$ cat src/rtl/jht_pkg.sv
// Types, codes and constants shared by the joystick hysteresis trigger.
`default_nettype none

package jht_pkg;

    localparam int CFG_IDX_W  = 2;
    localparam int CFG_DATA_W = 24;
    localparam int LEVEL_W    = 12;
    localparam int LOCKOUT_W  = 24;
    localparam int TIME_W     = 48;
    localparam int CENTER_W   = 12;
    localparam int DEFL_W     = 13;
    localparam int ALU_W      = TIME_W + 1;

    localparam logic [1:0] REQ_CAL    = 2'd0;
    localparam logic [1:0] REQ_FINISH = 2'd1;
    localparam logic [1:0] REQ_RUN    = 2'd2;

    localparam logic [CFG_IDX_W-1:0] CFG_OPEN_LEVEL  = 2'd0;
    localparam logic [CFG_IDX_W-1:0] CFG_CLOSE_LEVEL = 2'd1;
    localparam logic [CFG_IDX_W-1:0] CFG_LOCKOUT_US  = 2'd2;

    localparam logic [LEVEL_W-1:0]   OPEN_LEVEL_RST  = 12'd566;
    localparam logic [LEVEL_W-1:0]   CLOSE_LEVEL_RST = 12'd227;
    localparam logic [LOCKOUT_W-1:0] LOCKOUT_US_RST  = 24'd300000;
    localparam logic [CENTER_W-1:0]  CENTER_RST      = 12'd2048;
    localparam logic [CENTER_W-1:0]  CENTER_MAX      = 12'hFFF;

    localparam logic signed [DEFL_W-1:0] SPAN_POS = 13'sd1888;
    localparam logic signed [DEFL_W-1:0] SPAN_NEG = -13'sd1888;

    typedef struct packed {
        logic [1:0]        req_type;
        logic              pos_valid;
        logic [7:0]        y_pos;
        logic              button_valid;
        logic [7:0]        button_value;
        logic [TIME_W-1:0] now_us;
    } jht_in_t;

    typedef struct packed {
        logic trigger_level;
        logic open_event;
        logic close_event;
        logic capture_event;
    } jht_out_t;

    typedef struct packed {
        logic [LEVEL_W-1:0]   open_level;
        logic [LEVEL_W-1:0]   close_level;
        logic [LOCKOUT_W-1:0] lockout_us;
    } jht_cfg_t;

    typedef struct packed {
        logic start;
        logic res_ready;
    } jht_ctl_t;

    typedef struct packed {
        logic idle;
        logic res_valid;
    } jht_sts_t;

    typedef enum logic [3:0] {
        ST_IDLE,
        ST_CAL,
        ST_FIN,
        ST_DIV,
        ST_FIN_END,
        ST_DEFL,
        ST_LEVEL,
        ST_TIME,
        ST_LOCK,
        ST_DONE
    } jht_state_t;

endpackage

`default_nettype wire

$ cat src/rtl/jht_core.sv
// Sequencer, calibration state and shared add/subtract unit of the trigger.
`default_nettype none

module jht_core #(
    parameter int MAX_CAL_SAMPLES = 8
) (
    input  logic              clk,
    input  logic              rst_n,
    input  jht_pkg::jht_cfg_t cfg,
    input  jht_pkg::jht_in_t  item,
    input  jht_pkg::jht_ctl_t ctl,
    output jht_pkg::jht_sts_t sts,
    output jht_pkg::jht_out_t result
);
    import jht_pkg::*;

    localparam int CNT_W  = $clog2(MAX_CAL_SAMPLES + 1);
    localparam int SUM_W  = $clog2(MAX_CAL_SAMPLES * 255 + 1);
    localparam int DIV_W  = CNT_W + 1;
    localparam int NUM_W  = SUM_W + 5;
    localparam int STEP_W = $clog2(NUM_W + 1);
    localparam logic [CNT_W-1:0]  CNT_MAX    = CNT_W'(MAX_CAL_SAMPLES);
    localparam logic [STEP_W-1:0] STEP_START = STEP_W'(NUM_W);
    localparam logic [STEP_W-1:0] STEP_LAST  = STEP_W'(1);

    jht_state_t state_reg, state_next;
    jht_in_t    item_reg, item_next;

    logic [CENTER_W-1:0] center_reg, center_next;
    logic                rest_reg, rest_next;
    logic [SUM_W-1:0]    y_sum_reg, y_sum_next;
    logic [CNT_W-1:0]    pos_count_reg, pos_count_next;
    logic [CNT_W-1:0]    zero_count_reg, zero_count_next;
    logic [CNT_W-1:0]    total_reg, total_next;
    logic                trig_reg, trig_next;
    logic                prev_reg, prev_next;
    logic [TIME_W-1:0]   last_reg, last_next;
    logic                oe_reg, oe_next;
    logic                ce_reg, ce_next;
    logic                cap_reg, cap_next;

    logic signed [DEFL_W-1:0] d_reg, d_next;
    logic [TIME_W-1:0]        diff_reg, diff_next;
    logic [DIV_W-1:0]         rem_reg, rem_next;
    logic [NUM_W-1:0]         quo_reg, quo_next;
    logic [STEP_W-1:0]        step_reg, step_next;

    logic [ALU_W-1:0] alu_a, alu_b, alu_y;
    logic             alu_sub;
    logic             alu_neg;

    logic [DIV_W:0]           trial;
    logic [DIV_W-1:0]         divisor;
    logic signed [DEFL_W-1:0] d_raw;
    logic                     pressed;

    assign trial   = {rem_reg, quo_reg[NUM_W-1]};
    assign divisor = {pos_count_reg, 1'b0};
    assign d_raw   = signed'(alu_y[DEFL_W-1:0]);
    assign pressed = (item_reg.button_value != {7'd0, rest_reg});

    assign alu_y   = alu_a + (alu_sub ? ~alu_b : alu_b) + ALU_W'(alu_sub);
    assign alu_neg = alu_y[ALU_W-1];

    always_comb
    begin
        alu_a   = '0;
        alu_b   = '0;
        alu_sub = 1'b1;
        case (state_reg)
            ST_CAL:
            begin
                alu_a   = ALU_W'(y_sum_reg);
                alu_b   = ALU_W'(item_reg.y_pos);
                alu_sub = 1'b0;
            end
            ST_DIV:
            begin
                alu_a = ALU_W'(trial);
                alu_b = ALU_W'(divisor);
            end
            ST_DEFL:
            begin
                alu_a = ALU_W'(center_reg);
                alu_b = ALU_W'({item_reg.y_pos, 4'd0});
            end
            ST_LEVEL:
            begin
                if (trig_reg)
                begin
                    alu_a = {{(ALU_W-DEFL_W){d_reg[DEFL_W-1]}}, d_reg};
                    alu_b = ALU_W'(cfg.close_level);
                end
                else
                begin
                    alu_a = ALU_W'(cfg.open_level);
                    alu_b = {{(ALU_W-DEFL_W){d_reg[DEFL_W-1]}}, d_reg};
                end
            end
            ST_TIME:
            begin
                alu_a = ALU_W'(item_reg.now_us);
                alu_b = ALU_W'(last_reg);
            end
            ST_LOCK:
            begin
                alu_a = ALU_W'(cfg.lockout_us);
                alu_b = ALU_W'(diff_reg);
            end
            default:
            begin
                alu_a = '0;
            end
        endcase
    end

    always_comb
    begin
        state_next      = state_reg;
        item_next       = item_reg;
        center_next     = center_reg;
        rest_next       = rest_reg;
        y_sum_next      = y_sum_reg;
        pos_count_next  = pos_count_reg;
        zero_count_next = zero_count_reg;
        total_next      = total_reg;
        trig_next       = trig_reg;
        prev_next       = prev_reg;
        last_next       = last_reg;
        oe_next         = oe_reg;
        ce_next         = ce_reg;
        cap_next        = cap_reg;
        d_next          = d_reg;
        diff_next       = diff_reg;
        rem_next        = rem_reg;
        quo_next        = quo_reg;
        step_next       = step_reg;
        case (state_reg)
            ST_IDLE:
            begin
                if (ctl.start)
                begin
                    item_next = item;
                    oe_next   = 1'b0;
                    ce_next   = 1'b0;
                    cap_next  = 1'b0;
                    case (item.req_type)
                        REQ_CAL:    state_next = ST_CAL;
                        REQ_FINISH: state_next = ST_FIN;
                        REQ_RUN:    state_next = item.pos_valid ? ST_DEFL : ST_DONE;
                        default:    state_next = ST_DONE;
                    endcase
                end
            end
            ST_CAL:
            begin
                if (item_reg.pos_valid && pos_count_reg < CNT_MAX)
                begin
                    y_sum_next     = alu_y[SUM_W-1:0];
                    pos_count_next = pos_count_reg + CNT_W'(1);
                end
                if (item_reg.button_valid && total_reg < CNT_MAX)
                begin
                    total_next = total_reg + CNT_W'(1);
                    if (item_reg.button_value == 8'd0)
                    begin
                        zero_count_next = zero_count_reg + CNT_W'(1);
                    end
                end
                state_next = ST_DONE;
            end
            ST_FIN:
            begin
                rem_next   = '0;
                quo_next   = (NUM_W'(y_sum_reg) << 5) | NUM_W'(pos_count_reg);
                step_next  = STEP_START;
                state_next = (pos_count_reg != '0) ? ST_DIV : ST_FIN_END;
            end
            ST_DIV:
            begin
                rem_next  = alu_neg ? trial[DIV_W-1:0] : alu_y[DIV_W-1:0];
                quo_next  = {quo_reg[NUM_W-2:0], ~alu_neg};
                step_next = step_reg - STEP_W'(1);
                if (step_reg == STEP_LAST)
                begin
                    state_next = ST_FIN_END;
                end
            end
            ST_FIN_END:
            begin
                if (pos_count_reg != '0)
                begin
                    center_next = (|quo_reg[NUM_W-1:CENTER_W]) ? CENTER_MAX
                                                               : quo_reg[CENTER_W-1:0];
                end
                if (total_reg != '0)
                begin
                    rest_next = !(zero_count_reg > (total_reg >> 1));
                end
                y_sum_next      = '0;
                pos_count_next  = '0;
                zero_count_next = '0;
                total_next      = '0;
                state_next      = ST_DONE;
            end
            ST_DEFL:
            begin
                if (d_raw > SPAN_POS)
                begin
                    d_next = SPAN_POS;
                end
                else if (d_raw < SPAN_NEG)
                begin
                    d_next = SPAN_NEG;
                end
                else
                begin
                    d_next = d_raw;
                end
                state_next = ST_LEVEL;
            end
            ST_LEVEL:
            begin
                if (alu_neg)
                begin
                    trig_next = !trig_reg;
                    oe_next   = !trig_reg;
                    ce_next   = trig_reg;
                end
                state_next = ST_DONE;
                if (item_reg.button_valid)
                begin
                    prev_next = pressed;
                    if (pressed && !prev_reg)
                    begin
                        state_next = ST_TIME;
                    end
                end
            end
            ST_TIME:
            begin
                diff_next  = alu_y[TIME_W-1:0];
                state_next = (!alu_neg && alu_y[TIME_W-1:0] != '0) ? ST_LOCK : ST_DONE;
            end
            ST_LOCK:
            begin
                if (alu_neg)
                begin
                    cap_next  = 1'b1;
                    last_next = item_reg.now_us;
                end
                state_next = ST_DONE;
            end
            ST_DONE:
            begin
                if (ctl.res_ready)
                begin
                    state_next = ST_IDLE;
                end
            end
            default:
            begin
                state_next = ST_IDLE;
            end
        endcase
    end

    always_ff @(posedge clk or negedge rst_n)
    begin
        if (!rst_n)
        begin
            state_reg      <= ST_IDLE;
            center_reg     <= CENTER_RST;
            rest_reg       <= 1'b1;
            y_sum_reg      <= '0;
            pos_count_reg  <= '0;
            zero_count_reg <= '0;
            total_reg      <= '0;
            trig_reg       <= 1'b0;
            prev_reg       <= 1'b0;
            last_reg       <= '0;
            oe_reg         <= 1'b0;
            ce_reg         <= 1'b0;
            cap_reg        <= 1'b0;
            step_reg       <= '0;
        end
        else
        begin
            state_reg      <= state_next;
            center_reg     <= center_next;
            rest_reg       <= rest_next;
            y_sum_reg      <= y_sum_next;
            pos_count_reg  <= pos_count_next;
            zero_count_reg <= zero_count_next;
            total_reg      <= total_next;
            trig_reg       <= trig_next;
            prev_reg       <= prev_next;
            last_reg       <= last_next;
            oe_reg         <= oe_next;
            ce_reg         <= ce_next;
            cap_reg        <= cap_next;
            step_reg       <= step_next;
        end
    end

    always_ff @(posedge clk)
    begin
        item_reg <= item_next;
        d_reg    <= d_next;
        diff_reg <= diff_next;
        rem_reg  <= rem_next;
        quo_reg  <= quo_next;
    end

    assign sts.idle      = (state_reg == ST_IDLE);
    assign sts.res_valid = (state_reg == ST_DONE);

    assign result.trigger_level = trig_reg;
    assign result.open_event    = oe_reg;
    assign result.close_event   = ce_reg;
    assign result.capture_event = cap_reg;

endmodule

`default_nettype wire

$ cat src/rtl/joystick_hysteresis_trigger.sv
// Top level of the joystick hysteresis trigger: ports, settings registers and result register.
//
//  Channel  Signals                                 Beat
//  in       in_valid, in_ready, in_data             one joystick sample or request
//  out      out_valid, out_ready, out_data          one trigger result per request
//  cfg      cfg_valid, cfg_ready, cfg_index/data    one settings register write
//
// A calibration sample goes through the calibration state, a run sample with a valid position
// through the deflection and level states and, on a new press, the time and lockout states, and
// any other request straight to its result. With positions collected, finishing calibration
// runs one shared-unit step per numerator bit, clog2(MAX_CAL_SAMPLES*255+1)+5 (16 by default).
// A waiting result sits in the output register while the next request is taken in.
// Reset is asynchronous and restores the default levels, lockout and a centre of 128.0.
`default_nettype none

module joystick_hysteresis_trigger #(
    parameter int MAX_CAL_SAMPLES = 8
) (
    input  logic                               clk,
    input  logic                               rst_n,
    input  logic                               in_valid,
    output logic                               in_ready,
    input  jht_pkg::jht_in_t                   in_data,
    output logic                               out_valid,
    input  logic                               out_ready,
    output jht_pkg::jht_out_t                  out_data,
    input  logic                               cfg_valid,
    output logic                               cfg_ready,
    input  logic [jht_pkg::CFG_IDX_W-1:0]      cfg_index,
    input  logic [jht_pkg::CFG_DATA_W-1:0]     cfg_data
);
    import jht_pkg::*;

    jht_cfg_t cfg_reg, cfg_next;
    jht_out_t out_data_reg;
    logic     out_valid_reg, out_valid_next;
    logic     load_out;

    jht_ctl_t ctl;
    jht_sts_t sts;
    jht_out_t result;

    assign cfg_ready = 1'b1;
    assign in_ready  = sts.idle;
    assign load_out  = sts.res_valid && (!out_valid_reg || out_ready);

    assign ctl.start     = in_valid && sts.idle;
    assign ctl.res_ready = load_out;

    always_comb
    begin
        cfg_next = cfg_reg;
        if (cfg_valid)
        begin
            case (cfg_index)
                CFG_OPEN_LEVEL:  cfg_next.open_level  = cfg_data[LEVEL_W-1:0];
                CFG_CLOSE_LEVEL: cfg_next.close_level = cfg_data[LEVEL_W-1:0];
                CFG_LOCKOUT_US:  cfg_next.lockout_us  = cfg_data[LOCKOUT_W-1:0];
                default:         cfg_next = cfg_reg;
            endcase
        end
    end

    always_comb
    begin
        out_valid_next = out_valid_reg;
        if (load_out)
        begin
            out_valid_next = 1'b1;
        end
        else if (out_ready)
        begin
            out_valid_next = 1'b0;
        end
    end

    always_ff @(posedge clk or negedge rst_n)
    begin
        if (!rst_n)
        begin
            cfg_reg.open_level  <= OPEN_LEVEL_RST;
            cfg_reg.close_level <= CLOSE_LEVEL_RST;
            cfg_reg.lockout_us  <= LOCKOUT_US_RST;
            out_valid_reg       <= 1'b0;
        end
        else
        begin
            cfg_reg       <= cfg_next;
            out_valid_reg <= out_valid_next;
        end
    end

    always_ff @(posedge clk)
    begin
        if (load_out)
        begin
            out_data_reg <= result;
        end
    end

    assign out_valid = out_valid_reg;
    assign out_data  = out_data_reg;

    jht_core #(
        .MAX_CAL_SAMPLES (MAX_CAL_SAMPLES)
    ) u_core (
        .clk    (clk),
        .rst_n  (rst_n),
        .cfg    (cfg_reg),
        .item   (in_data),
        .ctl    (ctl),
        .sts    (sts),
        .result (result)
    );

endmodule

`default_nettype wire

$ cat config.mk
export PLATFORM = sky130hd
export DESIGN_NAME = joystick_hysteresis_trigger
export DESIGN_NICKNAME = d
export VERILOG_FILES = /design/src/rtl/jht_pkg.sv /design/src/rtl/jht_core.sv /design/src/rtl/joystick_hysteresis_trigger.sv
export SDC_FILE = /design/constraint.sdc
export NUM_CORES = 1
export LEC_CHECK = 0
export BUFFER_PORTS_ARGS = -buffer_cell sky130_fd_sc_hd__buf_2
export CAP_MARGIN = 20
export CORE_AREA = 2 2 189 191
export CTS_CLUSTER_DIAMETER = 80
export DETAILED_ROUTE_END_ITERATION = 12
export DIE_AREA = 0 0 191 193
export PLACE_DENSITY = 0.63
export SLEW_MARGIN = 40
export SYNTH_ARGS = -nofsm -noshare
export SYNTH_HDL_FRONTEND = slang
export SYNTH_SLANG_ARGS = --single-unit
$ cat constraint.sdc
create_clock -name clk -period 5.7 [get_ports clk]
set_input_delay 0 -clock clk [delete_from_list [all_inputs] [get_ports clk]]
set_output_delay 0 -clock clk [all_outputs]
set_load 0.03 [all_outputs]
==> impl_metrics.toml <==
[floorplan]
die_height_um = 193
design.portCount = 106
die_width_um = 191
core_um2 = 35000
initial_core_util_pct = 46.1
std_cell_rows = 69
die_area_um2 = 36900

[global_routing]
grt_pass1_vias = 13402
grt_max_degree = 90
grt_use_total_pct = 26.4
grt_pass1_wl_mm = 75.1
antenna_found_initial = 0
gr-total-overflow = 0

[final_layout]
largest_reg_flops = 66
drive_gt1_share_pct = 27.7
finish.instance_area_um2 = 20800
n_antenna_cell = 0
area_growth_pct = 29.0
nets = 2005

[worst_setup_path]
cp.depth = 17
cp_cell_sequence = "mux2_4, a32o_1, a211oi_1, o22ai_1, fa_1, a41oi_2, o22ai_2, a221oi_4, o211ai_4, a2111o_1, o211a_2, or4b_1, nor4_2, nand4_1, or4_1, o31ai_2, buf_4"
cp_data_arrival_time_ns = 5.87
cp_max_fo = 10
cp-start-kind = "flip-flop"
worstRegToRegCells = 17
critPathCapture = "u_core.state_reg[0]"
reg2reg_from = "u_core.state_reg[1]"
critical-path-slowest-cell = "or4b_1"
slowest_delay_ns = 0.54
crit_start = "u_core.state_reg[1]"
r2r-end = "u_core.state_reg[0]"
critPathBufInv = 1
required_ns = 6.17
cp-end-kind = "flip-flop"
critical_path.top_delay_family = "compound AO/OA/AOI/OAI gates"
path_class = "reg -> reg"
r2r_slack_ns = 0.30

[clocking]
cts_max_path_buffers = 3
cts_num_sinks = 299
clk_latency_ns = 0.54
cts_buffers = 35
clkTransAtPathRegs_ns = 0.06
htreeDepth = 2
root_buffer = "clkbuf_16"
cts_tree = "done"

[synthesis]
synth.most_common_cell = "nand2_1"
syn_area_per_cell_um2 = 10.8
synth_top_area_share_pct = 28.3
netlist_area_um2 = 16100
async_reset_ff_share_pct = 49.2
ys.flop_type = "edfxtp_1"
synth-seq-area-share_pct = 51.3
synth_top_cell_by_area = "edfxtp_1"
syn-num-nets = 1644
synth_cells = 1486
synth_edf_count = 152
ys_ff_latch = 299
synth_area_leaders = "edfxtp_1, dfrtp_1, mux2_2, nand2_1, ha_1"
ys_warn_count = 0
synthTopCellsByCount = "nand2_1, edfxtp_1, dfrtp_1"
ys_types = 88

[job]
drv_cap = 0

[status]
status = "completed"

[detailed_routing]
vias_per_cell = 5.78
postRouteAntennaNets = 0
routedWlPerCell_um = 20.8
vias = 13494
drc = 0
totalWireLength_mm = 48.6
dr.first_iter.drc_count = 1150
dr.pass1.iters = 5

[placement]
placed_cell_area_um2 = 18500
dp_hpwl_mm = 35.0
routabilityCongestion = 0.923
place_ws_ns = 0.0994
portBuffers = 104

[sta]
max_freq_ghz = 0.185
period_share_pct = 94.7
hold_slack_ns = 0.0378
tightestPinTransition_ns = 0.848
final-setup-viol-count = 0
fin_crit_ns = 5.40
hold_violations = 0
slew_viol_final = 0
clock_skew_ns = 0.0265
max_slew_margin_pct = 43.2
layout_setup_ws_ns = 0.304

[hold_path]
hold_path.class = "in -> reg"
==> timing repair <==
item                       4_1_cts  5_1_grt
resized for setup                0       10
hold endpoints to repair       205        0
setup buffers                    0        6
setup endpoints to repair        0       49
hold buffers                    99        0
==> area by class of cell <==
type,count,area (um^2)
clock buffers,48,1030
clock inverters,14,186
fillers,2934,14200
inverters,46,173
multi-input cells,1064,7450
flip-flops and latches,299,8270
well taps,461,577
repair buffers,401,3120
==> placed cells by master (no fill, tap or decap), drive strengths merged, types with 58 or more instances in the layout <==
cell | Yosys | layout
a21oi | 95 | 95
buf | 24 | 302
dfrtp | 127 | 127
dlygate4sd3 | 0 | 99
edfxtp | 152 | 152
ha | 58 | 58
mux2 | 105 | 105
nand2 | 199 | 199
nor2 | 89 | 89
o21ai | 86 | 86
==> metal layers <==
metal / GRT usage, % / wire (um) / up-vias
li1: - / - / 6347
met1: 34.6 / 20800 / 6659
met2: 46.3 / 24100 / 399
met3: 3.19 / 2440 / 89
met4: 7.45 / 1330 / 0
met5: 0 / 0 / -
==> cell families after synthesis <==
logic type | count (synthesis) | share of synthesized area [%]
AOI/OAI and AO/OA | 393 | 16.9
xor gates and xnor gates | 48 | 2.61
adders and majority gates | 59 | 4.63
buffers and inverters | 123 | 3.11
DFF | 299 | 51.3
muxes | 132 | 9.03
other | 1 | 0.0233
and+or+nand+nor | 431 | 12.4
==> worst min-delay path by stage <==
stage                     slack (ns)              endpoint  cells after the start  startpoint
after CTS                       0.02   u_core.state_reg[1]                      4    in_valid
after floorplan                -0.30            cfg_reg[0]                      0       rst_n
final                           0.04   u_core.state_reg[1]                      4    in_valid
after detailed placement        0.06  u_core.center_reg[2]                      1       rst_n
after global routing            0.06   u_core.state_reg[1]                      4    in_valid
after global placement          0.13  u_core.center_reg[1]                      1       rst_n
==> worst min-delay path, cell delays in order <==
cell       delay [ns]
buf_2            0.11
nand2b_1         0.14
o2111ai_1        0.16
o21ai_0          0.12
==> stage by stage <==
| stage | TNS (ns) | utilization (%) | std cells |
|---|---|---|---|
| final | 0 | 59.5 | 2333 |
| after global routing | -0.00398 | 59.5 | 2333 |
| after CTS | 0 | 59.2 | 2327 |
| after detailed placement | 0 | 52.9 | 2166 |
| after global placement | 0 | 52.8 | 2166 |
| after floorplan | 0 | - | 1486 |
Power is left out: the tool's default activity adds up to more than one toggle a clock period on the data nets, which glitch-free logic cannot reach.
